## src/cldbf_pkg.sv

```systemverilog
// Shared types and constants for the character LCD expander byte formatter.
package cldbf_pkg;

	// Request function codes
	localparam logic [1:0] FN_CMD    = 2'd0;
	localparam logic [1:0] FN_CHAR   = 2'd1;
	localparam logic [1:0] FN_CURSOR = 2'd2;
	localparam logic [1:0] FN_NUMBER = 2'd3;

	// Field widths
	localparam int VAL_W   = 16;
	localparam int COL_W   = 6;
	localparam int DIGITS  = 5;
	localparam int BCD_W   = 4 * DIGITS;
	localparam int IMG_W   = 8 * DIGITS;
	localparam int NCNT_W  = 4;

	// Expander control nibble bits
	localparam logic BL_ON = 1'b1;
	localparam logic EN_ON = 1'b1;
	localparam logic RW_WR = 1'b0;

	// High nibble of an ASCII decimal digit
	localparam logic [3:0] ASCII_HI = 4'h3;

	typedef enum logic [1:0] {
		ST_IDLE,
		ST_CONV,
		ST_EMIT
	} state_t;

	typedef struct packed {
		logic [1:0]       func;
		logic [VAL_W-1:0] value;
		logic             row;
		logic [COL_W-1:0] col;
	} req_t;

	typedef struct packed {
		logic [7:0] strobe_byte;
		logic [7:0] release_byte;
		logic       last;
	} res_t;

	// Load command from the controller to the nibble emitter
	typedef struct packed {
		logic              load;
		logic [IMG_W-1:0]  image;
		logic [NCNT_W-1:0] cnt;
		logic              skip;
		logic              rs;
	} emit_ld_t;

endpackage

```

## src/cldbf_bcd.sv

```systemverilog
// Bit-serial binary to BCD converter (shift and add-3), one bit per cycle.
module cldbf_bcd
	import cldbf_pkg::*;
(
	input  logic             clk,
	input  logic             arst_n,
	input  logic             go,
	input  logic [VAL_W-1:0] bin,
	output logic             done,
	output logic [BCD_W-1:0] bcd
);

	localparam int CNT_W = $clog2(VAL_W + 1);

	logic [VAL_W-1:0] bin_q;
	logic [BCD_W-1:0] bcd_q;
	logic [CNT_W-1:0] cnt_q;
	logic             done_q;
	logic [BCD_W-1:0] adj;

	// Add 3 to every digit of 5 or more before the shift
	always_comb begin
		for (int i = 0; i < DIGITS; i++) begin
			if (bcd_q[4*i +: 4] >= 4'd5) begin
				adj[4*i +: 4] = bcd_q[4*i +: 4] + 4'd3;
			end else begin
				adj[4*i +: 4] = bcd_q[4*i +: 4];
			end
		end
	end

	// Control: bit counter and completion pulse
	always_ff @(posedge clk or negedge arst_n) begin
		if (!arst_n) begin
			cnt_q  <= '0;
			done_q <= 1'b0;
		end else begin
			done_q <= (cnt_q == CNT_W'(1));
			if (go) begin
				cnt_q <= CNT_W'(VAL_W);
			end else if (cnt_q != '0) begin
				cnt_q <= cnt_q - CNT_W'(1);
			end
		end
	end

	// Datapath: shift one binary bit into the digit register
	always_ff @(posedge clk) begin
		if (go) begin
			bin_q <= bin;
			bcd_q <= '0;
		end else if (cnt_q != '0) begin
			bcd_q <= {adj[BCD_W-2:0], bin_q[VAL_W-1]};
			bin_q <= {bin_q[VAL_W-2:0], 1'b0};
		end
	end

	assign done = done_q;
	assign bcd  = bcd_q;

endmodule

```

## src/cldbf_emit.sv

```systemverilog
// Nibble emitter: shifts the byte image out one nibble per cycle as expander bytes.
module cldbf_emit
	import cldbf_pkg::*;
(
	input  logic     clk,
	input  logic     arst_n,
	input  emit_ld_t ld,
	output logic     strobe,
	output res_t     result
);

	logic [IMG_W-1:0]  sr_q;
	logic [NCNT_W-1:0] cnt_q;
	logic              skip_q;
	logic              rs_q;
	logic              active;
	logic              skip_now;
	logic [3:0]        nib;

	assign active   = (cnt_q != '0);
	// Leading zero digit of a number: drop its two nibbles, keep at least one digit
	assign skip_now = active && skip_q && (cnt_q > NCNT_W'(2))
		&& (sr_q[IMG_W-5 -: 4] == 4'h0);
	assign nib      = sr_q[IMG_W-1 -: 4];

	// Control: nibble count and zero suppression flag
	always_ff @(posedge clk or negedge arst_n) begin
		if (!arst_n) begin
			cnt_q  <= '0;
			skip_q <= 1'b0;
		end else if (ld.load) begin
			cnt_q  <= ld.cnt;
			skip_q <= ld.skip;
		end else if (skip_now) begin
			cnt_q  <= cnt_q - NCNT_W'(2);
		end else if (active) begin
			cnt_q  <= cnt_q - NCNT_W'(1);
			skip_q <= 1'b0;
		end
	end

	// Datapath: nibble shift register
	always_ff @(posedge clk) begin
		if (ld.load) begin
			sr_q <= ld.image;
			rs_q <= ld.rs;
		end else if (skip_now) begin
			sr_q <= {sr_q[IMG_W-9:0], 8'h00};
		end else if (active) begin
			sr_q <= {sr_q[IMG_W-5:0], 4'h0};
		end
	end

	// Expander bytes for the current nibble
	always_comb begin
		strobe              = active && !skip_now;
		result.strobe_byte  = {nib, BL_ON, EN_ON, RW_WR, rs_q};
		result.release_byte = {nib, BL_ON, 1'b0, RW_WR, rs_q};
		result.last         = strobe && (cnt_q == NCNT_W'(1));
	end

endmodule

```

## src/char_lcd_expander_byte_formatter.sv

```systemverilog
// A byte request loads the emitter on acceptance and gives its two transfers, one per cycle.
// A number request runs the bit-serial BCD conversion and then loads the emitter; up to 4
// leading zero digits are skipped, then one transfer per cycle (2 per digit, up to 10).
// busy stays high until the last transfer; the next request is taken the cycle after.
// Reset clears the controller and the counters of the converter and emitter; results cannot be stalled.
module char_lcd_expander_byte_formatter
	import cldbf_pkg::*;
(
	input  logic clk,
	input  logic arst_n,
	input  logic start,
	input  req_t request,
	output logic busy,
	output logic strobe,
	output res_t result
);

	state_t           state_q;
	state_t           state_d;
	logic             accept;
	logic             conv_go;
	logic             conv_done;
	logic [BCD_W-1:0] bcd;
	logic [7:0]       byte_val;
	logic             byte_rs;
	emit_ld_t         ld;

	assign accept = start && !busy;

	// Byte for command, character and cursor requests
	always_comb begin
		case (request.func)
			FN_CMD: begin
				byte_val = request.value[7:0];
				byte_rs  = 1'b0;
			end
			FN_CHAR: begin
				byte_val = request.value[7:0];
				byte_rs  = 1'b1;
			end
			FN_CURSOR: begin
				byte_val = {1'b1, request.row, request.col};
				byte_rs  = 1'b0;
			end
			default: begin
				byte_val = request.value[7:0];
				byte_rs  = 1'b1;
			end
		endcase
	end

	cldbf_bcd u_bcd (
		.clk    (clk),
		.arst_n (arst_n),
		.go     (conv_go),
		.bin    (request.value),
		.done   (conv_done),
		.bcd    (bcd)
	);

	// Next state
	always_comb begin
		state_d = state_q;
		case (state_q)
			ST_IDLE: begin
				if (accept) begin
					state_d = (request.func == FN_NUMBER) ? ST_CONV : ST_EMIT;
				end
			end
			ST_CONV: begin
				if (conv_done) begin
					state_d = ST_EMIT;
				end
			end
			ST_EMIT: begin
				if (strobe && result.last) begin
					state_d = ST_IDLE;
				end
			end
			default: state_d = ST_IDLE;
		endcase
	end

	always_ff @(posedge clk or negedge arst_n) begin
		if (!arst_n) begin
			state_q <= ST_IDLE;
		end else begin
			state_q <= state_d;
		end
	end

	// Outputs of the controller: busy, converter start, emitter load
	always_comb begin
		busy     = (state_q != ST_IDLE);
		conv_go  = 1'b0;
		ld.load  = 1'b0;
		ld.image = {byte_val, {(IMG_W-8){1'b0}}};
		ld.cnt   = NCNT_W'(2);
		ld.skip  = 1'b0;
		ld.rs    = byte_rs;
		case (state_q)
			ST_IDLE: begin
				if (accept) begin
					conv_go = (request.func == FN_NUMBER);
					ld.load = (request.func != FN_NUMBER);
				end
			end
			ST_CONV: begin
				ld.load  = conv_done;
				ld.image = {ASCII_HI, bcd[19:16], ASCII_HI, bcd[15:12], ASCII_HI,
					bcd[11:8], ASCII_HI, bcd[7:4], ASCII_HI, bcd[3:0]};
				ld.cnt   = NCNT_W'(2 * DIGITS);
				ld.skip  = 1'b1;
				ld.rs    = 1'b1;
			end
			default: begin
			end
		endcase
	end

	cldbf_emit u_emit (
		.clk    (clk),
		.arst_n (arst_n),
		.ld     (ld),
		.strobe (strobe),
		.result (result)
	);

	// Transfers only while a request is in progress
	a_strobe_busy: assert property (@(posedge clk) disable iff (!arst_n)
		strobe |-> busy)
		else $error("result transfer while idle");

	// An accepted request makes the block busy
	a_accept_busy: assert property (@(posedge clk) disable iff (!arst_n)
		accept |=> busy)
		else $error("not busy after accepting a request");

	// Nothing follows the final transfer of a request
	a_last_ends: assert property (@(posedge clk) disable iff (!arst_n)
		(strobe && result.last) |=> !strobe && !busy)
		else $error("transfer after the final one");

	// No transfer during number conversion
	a_conv_quiet: assert property (@(posedge clk) disable iff (!arst_n)
		(state_q == ST_CONV) |-> !strobe)
		else $error("transfer during conversion");

endmodule
```

## config.mk

```make
export PLATFORM = sky130hd
export DESIGN_NAME = char_lcd_expander_byte_formatter
export DESIGN_NICKNAME = d
export VERILOG_FILES = /design/src/cldbf_pkg.sv /design/src/cldbf_bcd.sv /design/src/cldbf_emit.sv /design/src/char_lcd_expander_byte_formatter.sv
export SDC_FILE = /design/constraint.sdc
export NUM_CORES = 1
export LEC_CHECK = 0
export ABC_AREA = 1
export BUFFER_PORTS_ARGS = -buffer_cell sky130_fd_sc_hd__buf_2
export CAP_MARGIN = 10
export CORE_MARGIN = 5
export CORE_UTILIZATION = 43
export DETAILED_ROUTE_END_ITERATION = 6
export PLACE_DENSITY = 0.64
export RECOVER_POWER = 50
export SKIP_LAST_GASP = 1
export SLEW_MARGIN = 20
export SYNTH_ARGS = -nofsm -noshare
export SYNTH_HDL_FRONTEND = slang
export SYNTH_SLANG_ARGS = --single-unit
```

## constraint.sdc

```tcl
create_clock -name clk -period 2.86 [get_ports clk]
set_input_delay 0.572 -clock clk [delete_from_list [all_inputs] [get_ports clk]]
set_output_delay 0.572 -clock clk [all_outputs]
set_load 0.005 [all_outputs]
```

Yosys cells after proc, flatten, opt, wreduce, memory -nomap -nowiden
Cells that the tools add are included.

Register bits after elaboration: 90. Input port bits: 28.

Reduce and logical (&&, ||, !) cells: 21. Equal/unequal tests: 11. Add/subtract/negate cells: 8. Order comparisons: 6. Multiplexer cells: 30.

Operators by type and width (number): $mux W40 (3); $mux W46 (1); $mux W16 (2); $mux W4 (7); $ge A4 B3 Y1 const B (5); $add A4 B2 Y4 const B (4); $mux W5 (2); $mux W2 (4); $mux W8 (1); $ne A2 B2 Y1 const B (4); $logic_and A1 B1 Y1 (7); $mux W1 (7); $eq A2 B2 Y1 const B (3); $pmux W2 S3 (1); $reduce_bool A2 Y1 (3); $eq A5 B1 Y1 const B (1); $reduce_bool A5 Y1 (1); $sub A5 B1 Y5 const B (1); $eq A4 B1 Y1 const B (1); $gt A4 B2 Y1 const B (1); $logic_not A2 Y1 (2); $logic_not A4 Y1 (1); $reduce_bool A4 Y1 (1); $sub A4 B1 Y4 const B (1); other kinds (11) (12).

Longest topological paths before layout
Gate-level depths: netlist of the first run.

Depth in word-level cells: 10. Mapped depth: 11.

Modules after synthesis
A second synthesis of the first run with hierarchy kept.

Cell total of the unflattened synthesis: 748. Area total of the unflattened synthesis: 5535.3 um^2.

By module, submodules not included: cldbf_emit (instances 1, seq. area each 1356.3 um^2, area an instance 2792.7 um^2, cells each 352); cldbf_bcd (instances 1, seq. area each 1031.0 um^2, area an instance 2255.9 um^2, cells each 298); char_lcd_expander_byte_formatter (instances 1, seq. area each 50.0 um^2, area an instance 486.7 um^2, cells each 98).

Worst setup path after synthesis of the first run
Ideal clock, no wire load.

Path kind: input to register. From: in request[23] (netlist name). To: reg u_emit.sr_q[0] (enable). Stages on the path: 6. Path slack: 0.625 ns. Data required time: 2.465 ns. Arrival time: 1.840 ns. Library setup time: 0.395 ns. Path through: nand2_1 > nand3_2 > nand2_4 > buf_4 > nor2_2 > inv_1.

RTL lines: from (decl) (RTL line char_lcd_expander_byte_formatter.sv:12) `input req_t request,`; to (signal assigned) (RTL line cldbf_emit.sv:45) `sr_q <= ld.image;`; to (signal assigned) (RTL line cldbf_emit.sv:48) `sr_q <= {sr_q[IMG_W-9:0], 8'h00};`; to (signal assigned) (RTL line cldbf_emit.sv:50) `sr_q <= {sr_q[IMG_W-5:0], 4'h0};`; to (decl) (RTL line cldbf_emit.sv:12) `logic [IMG_W-1:0] sr_q;`.

Worst setup path after layout of the first run
From: reg u_bcd.cnt_q[0]. To: reg u_bcd.bcd_q[9], in the netlist u_bcd.bcd[9].

Longest elaborated chain between the ends: 1.

RTL lines: from (decl) (RTL line cldbf_bcd.sv:17) `logic [CNT_W-1:0] cnt_q;`; from (signal assigned) (RTL line cldbf_bcd.sv:40) `cnt_q <= CNT_W'(VAL_W);`; from (signal assigned) (RTL line cldbf_bcd.sv:42) `cnt_q <= cnt_q - CNT_W'(1);`; $reduce_bool A5 Y1 (RTL line cldbf_bcd.sv:52) `end else if (cnt_q != '0) begin`; to (signal assigned) (RTL line cldbf_bcd.sv:53) `bcd_q <= {adj[BCD_W-2:0], bin_q[VAL_W-1]};`; to (decl) (RTL line cldbf_bcd.sv:16) `logic [BCD_W-1:0] bcd_q;`.

Every way passes these cells. A chain may end at the register's enable or synchronous reset.

==> metrics, run 1 <==
share of cells above drive strength 1 0.115; diode count 0; Reg2Reg Setup Slack around 0.48 ns; total CTS buffers 9; CP delay by family, top simple AND/OR/NAND/NOR gates; via count roughly 3,300; Std-Cell Rows 38; HPWL reported at the end of detailed placement ~6600 um; Buf/Inv on CP 3; clk buf depth 2; post-route ant nets 0; compound-gate portion of the synthesized area 0.113; vias in the first global route around 3,300; DR iter-0 viols 270; CP max-delay cell nand2_1; routability cong. 0.798; final setup vio count 0; Tcrit/Tclk final 0.832; Clk pin slew, worst setup/hold paths 0.09 ns; CP dominant cell by count inv_1; CP Cell Sequence inv_1 -> ha_1 -> nand3_1 -> inv_1 -> nand2_1 -> buf_4 -> o22ai_1; Crit Path Category flop to flop; clk sink count 90; Die Y approximately 110 um; largest family of logic cells by synthesized area simple AND/OR/NAND/NOR gates; pwr dens 1020 mW/mm^2; Post-CTS Resized 0; DR DRC count 0; Overflow after GRT 0; crit path DAT 2.65 ns; largest net degree at the start of global routing 42; peak supply drop 480 uV; Synth warnings 0; mux contribution to synthesized area 0; data required time of the worst path between 3 and 4 ns; syn avg cell area around 9 um^2; Tmin final around 2.4 ns; peak fanout along the critical path 22; Leakage between 2 and 2.5 nW; Fin. Hold Viols 0; synthesized cell area 0.00466 mm^2; Core Area roughly 0.011 mm^2; Final TNS setup 0 ns; Startpoint Class flop; via density per instance 4.89; Slew @ Worst Pin 0.984 ns; setup bufs post-CTS 0; Setup WS pre-CTS around 0.84 ns; hold buffers post-CTS 0; nets@finish between 500 and 600; Post-Route WL around 9300 um; I/O Pins 47; initial core utilization 0.434; total track usage 0.147; clk_lat worst skew between 0.3 and 0.4 ns; post-synthesis adder-cell area fraction 0.0510; xor/xnor cell area share of the yosys netlist 0.0226; Rel. slew slack 0.344; Yosys cell types 38; Synth Instances between 500 and 600; Port Buffers 40; Die X approximately 110 um; Worst Setup Slack, final just under 0.5 ns; Synth Register Bits 90; Clock Root Buffer clkbuf_8; FMAX between 400 and 500 MHz; Worst Skew ~0.011 ns; H-tree levels 3; Hold Path Class input port to asynchronous set/reset pin; simple logic cell fraction of the synthesized area 0.190; DR WL/cell roughly 14 um; fillers roughly 1,000; area grow syn2layout 7.84%; post-synthesis sequential area ratio 0.523; Pre-Repair DR Iteration Count 4; critical path's largest stage delay approximately 0.56 ns; status complete, no violations; die area between 0.01 and 0.015 mm^2; global-route wire length before repair approximately 15,000 um; total of max-cap violations 0; Slew Viols, Final 0; CTS tree done; number of antenna violations at the first check in global routing 0; unrepaired setup endpoints after global routing no; CP endpoint kind flop
kinds of logic after synthesis:
family | after synthesis
AND/OR/NAND/NOR | 202
adder cells (fa/ha/maj) | 19
buffers and inverters | 94
other | 2
XOR/XNOR | 12
flip-flops | 90
AO/OA/AOI/OAI | 85
routing by layer:
| metal | vias to the layer above | wire length, um | track usage |
|---|---|---|---|
| li1 | 1715 | - | - |
| met1 | 1537 | 4200 | 0.187 |
| met2 | 64 | 4570 | 0.246 |
| met3 | 7 | 442 | 0.0391 |
| met4 | 0 | 87 | 0.0412 |
| met5 | - | 0 | 0 |
synthesized netlist by cell type, drive strengths merged:
cell type	number	area, um^2
o21bai	2	15.0
o22ai	11	68.8
nand3	29	155
and3	1	6.26
o211ai	24	180
dfxtp	20	400
buf	28	208
clkinv	1	3.75
nand2	144	579
o21ai	37	189
nor3	1	5.00
xnor2	2	17.5
conb	2	7.51
inv	63	241
ha	19	238
a31oi	3	18.8
nand3b	1	7.51
xor2	10	87.6
nor2	24	113
edfxtp	57	1710
a21oi	2	10.0
clkbuf	2	7.51
o31ai	6	45.0
dfrtp	13	325
nand4	2	18.8
layout make-up:
class / count / area, um^2 / share of cell area
Sequential cell: 90 / 2440 / 0.485
Inverter: 64 / 243 / 0.0483
Clock buffer: 13 / 149 / 0.0296
Timing Repair Buffer: 45 / 230 / 0.0458
Clock inverter: 3 / 63.8 / 0.0127
Tap cell: 140 / 175 / 0.0349
Multi-Input combinational cell: 324 / 1730 / 0.344
metrics by stage:
stage / hold slack, ns / power, W / util / cell area [um^2] / instances
2_1_floorplan: 0.276 / 0.00385 / - / 4670 / 508
6_report: 0.303 / 0.00515 / 0.468 / 5020 / 679
3_3_place_gp: 0.470 / 0.00419 / 0.453 / 4870 / 663
3_5_place_dp: 0.478 / 0.00427 / 0.453 / 4870 / 663
4_1_cts: 0.113 / 0.00524 / 0.473 / 5080 / 679
5_1_grt: 0.358 / 0.00558 / 0.468 / 5020 / 679
where the power goes:
group | switching, W | internal [W] | leakage, nW
combinational | 0.00114 | 0.000692 | 1.23
sequential | 0.000288 | 0.00208 | 0.977
clock | 0.000438 | 0.000516 | 0.105
final timing paths:
kind,start,end,cells past startpoint
setup / recovery,u_bcd.cnt_q[0],u_bcd.bcd[9],7
hold / removal,arst_n,u_bcd.cnt_q[4],1
setup reg to reg,u_bcd.cnt_q[0],u_bcd.bcd[9],7
hold reg to reg,u_bcd.done,state_q[0],1
max in group asynchronous,arst_n,state_q[1],1
min in group clk,request[17],u_bcd.bin_q[10],3
flip-flops by register name, indices dropped and copies added, names as in the netlist:
name and count:
u_emit.cnt_q 4, u_emit.rs_q 1, state_q 2, u_bcd.cnt_q 5, u_emit.sr_q 40, u_bcd.done 1, u_bcd.bcd 20, u_bcd.bin_q 16
u_emit.skip_q 1
cell usage in the layout, fill, tap and decap left out, types with 2 or more instances in the layout:
cell	count
buf_2	37
clkinv_1	2
a21oi_1	2
nand3_1	28
bufinv_16	2
conb_1	6
nor2_2	2
o21bai_1	2
dfrtp_1	13
o21ai_1	6
clkbuf_8	10
nand4_1	2
buf_4	4
nor2_1	21
nand2_1	142
o22ai_1	11
dfxtp_1	20
a31oi_1	3
xnor2_1	2
o21ai_0	30
o31ai_1	6
edfxtp_1	57
o211ai_1	24
xor2_1	10
inv_1	61
clkbuf_1	7
ha_1	19
(Power assumes the default switching activity.)
==> run 2: changes to the inputs <==
==> constraint.sdc (replaced) <==
create_clock -name clk -period 2.4 [get_ports clk]
set_input_delay 0.48 -clock clk [delete_from_list [all_inputs] [get_ports clk]]
set_output_delay 0.48 -clock clk [all_outputs]
set_load 0.005 [all_outputs]
==> metrics, run 2 (synthesis results as in run 1) <==
Worst Skew 0.0123 ns (was 0.0110 ns); Fin. Hold Viols 0 (unchanged); Hold Path Class input port to flop (was input port to asynchronous set/reset pin); CTS tree done (unchanged); Buf/Inv on CP 4 (was 3); DR DRC count 0 (unchanged); status complete, no violations (unchanged); clk sink count 90 (unchanged); r2r endpoint u_emit.sr_q[26] (was u_bcd.bcd[9]); Core Area 0.0107 mm^2 (unchanged); FMAX between 400 and 500 MHz; final setup vio count 0 (unchanged); most frequent cells in the layout nand2_1 (140), inv_1 (61), edfxtp_1 (57) (was nand2_1 (142), inv_1 (61), edfxtp_1 (57)); Tmin final 2.20 ns; commonest non-fill, non-tap cell in the layout nand2_1 (unchanged); number of antenna violations at the first check in global routing 0 (unchanged); via count 3,415 (was 3,323); I/O Pins 47 (unchanged); vias in the first global route 3,284 (was 3,264); Slew @ Worst Pin 0.826 ns (was 0.984 ns); CP max-delay cell dfrtp_1 (was nand2_1); via density per instance 4.97 (was 4.89); placed cell areas 0.00490 mm^2 (was 0.00487 mm^2); Reg2Reg Setup Slack 0.24 ns (was 0.48 ns); largest net degree at the start of global routing 38 (was 42); Pre-Repair DR Iteration Count 4 (unchanged); Tcrit/Tclk final 0.917; DR iter-0 viols 224 (was 270); diode count 0 (unchanged); Std-Cell Rows 38 (unchanged); CP delay by family, top flip-flops (was simple AND/OR/NAND/NOR gates); FF-to-FF Start state_q[0] (was u_bcd.cnt_q[0]); Crit Path Category flop to primary output (was flop to flop); post-route ant nets 0 (unchanged); Die X 114 um (unchanged); critical path's largest stage delay 0.39 ns (was 0.56 ns); Slew Viols, Final 0 (unchanged); Hold Startpoint request[18]; die area 0.0130 mm^2 (unchanged); Port Buffers 40 (unchanged); total track usage 0.148 (was 0.147); Startpoint Class flop (unchanged); DR WL/cell 13.8 um (was 13.7 um); HPWL reported at the end of detailed placement 6640 um (was 6600 um); data required time of the worst path 1.92 ns (was 3.13 ns); CP endpoint kind primary output (was flop); clk_lat worst skew 0.37 ns (was 0.36 ns); Leakage 2.38 nW (was 2.31 nW); Clock Root Buffer clkbuf_8 (unchanged); global-route wire length before repair 15,300 um (was 15,200 um); share of cells above drive strength 1 0.139 (was 0.115); CP Cell Sequence inv_1 -> ha_1 -> inv_1 -> nand2_1 -> o21ai_2 -> nand2_4 -> nand4_1 -> inv_1 -> buf_2 (was inv_1 -> ha_1 -> nand3_1 -> inv_1 -> nand2_1 -> buf_4 -> o22ai_1); CP dominant cell by count inv_1 (unchanged); peak fanout along the critical path 5 (was 22); Overflow after GRT 0 (unchanged); total CTS buffers 9 (unchanged); unrepaired setup endpoints after global routing no (unchanged); routability cong. 0.783 (was 0.798); max reg flops 40 (unchanged); Final TNS setup 0 ns (unchanged); Rel. slew slack 0.450 (was 0.344); H-tree levels 3 (unchanged); R2R cell count 7 (unchanged); largest register by flop count u_emit.sr_q (unchanged); total of max-cap violations 0 (unchanged); peak supply drop 500 uV (was 480 uV); clk buf depth 2 (unchanged); design area 0.00515 mm^2 (was 0.00502 mm^2); area grow syn2layout 10.6% (was 7.84%); hold endpoint u_bcd.bin_q[11]; pwr dens 1230 mW/mm^2 (was 1020 mW/mm^2); hold depth 3; Clk pin slew, worst setup/hold paths 0.09 ns (about the same); initial core utilization 0.434 (unchanged); Post-Route WL 9460 um (was 9300 um); crit path DAT 1.72 ns (was 2.65 ns); Die Y 114 um (unchanged); nets@finish 589 (was 581)
## run 2: cell count changes in the layout (fill, tap and decap cells not counted), sizes merged
cell,delta
buf,+5
inv,+1
clkbuf,-1
clkinv,+1
bufinv,+1
dlygate4sd3,+1
## run 2: layer usage
| metal | global-route usage | up-vias | share of wire |
|---|---|---|---|
| met5 | 0 | - | 0 |
| met4 | 0.0776 | 0 | 0.021 |
| met3 | 0.0301 | 14 | 0.053 |
| met2 | 0.240 | 77 | 0.48 |
| met1 | 0.188 | 1586 | 0.45 |
| li1 | - | 1738 | - |
## run 2: layout make-up
cell class	instances	area [um^2]
Fill cell	1039	5590
Inverter	64	245
Clock inverter	6	113
Timing Repair Buffer	53	300
Multi-Input combinational cell	324	1740
Clock buffer	10	138
Tap cell	140	175
Sequential cell	90	2440
## run 2: per-stage QoR
stage	setup slack (ns)	cells	util	hold WS [ns]	total power, W
6_report	0.200	687	0.479	0.371	0.00635
3_3_place_gp	0.483	665	0.456	0.406	0.00501
4_1_cts	0.127	682	0.480	0.356	0.00641
3_5_place_dp	0.410	665	0.456	0.406	0.00512
5_1_grt	0.0266	687	0.479	0.373	0.00686
2_1_floorplan	0.212	508	-	0.184	0.00459
## run 2: worst max-delay path by stage
| stage | from | endpoint | slack, ns | depth (start not counted) |
|---|---|---|---|---|
| final | u_emit.cnt_q[0] | result[0] | 0.20 | 9 |
| after CTS | u_emit.cnt_q[1] | result[0] | 0.13 | 7 |
| after detailed placement | u_emit.cnt_q[1] | u_emit.sr_q[10] | 0.41 | 8 |
| after global routing | u_emit.cnt_q[0] | result[0] | 0.03 | 9 |
| after global placement | u_emit.cnt_q[0] | u_emit.sr_q[8] | 0.48 | 10 |
| after floorplan | state_q[1] | u_emit.sr_q[0] | 0.21 | 6 |
## run 2: what timing repair did
item                       CTS  global route
hold buffers                 1             0
setup endpoints to repair    0             2
buffers inserted             0             5
resized for setup            0             0
hold endpoints to repair     3             0
## run 2: report_power, final
group / total, W / switching (W) / internal [W] / leakage [nW]
clock network: 0.00128 / 0.000558 / 0.000724 / 0.127
registers: 0.00281 / 0.000343 / 0.00247 / 0.977
logic: 0.00225 / 0.00137 / 0.000880 / 1.27
## run 2: worst register-to-register path: stages (launching register included)
cell and delay, ns:
dfrtp_1 0.35, inv_1 0.10, nor2_1 0.23, nand2_2 0.09, nand2_1 0.41, nor2_1 0.17, inv_1 0.24, buf_12 0.26
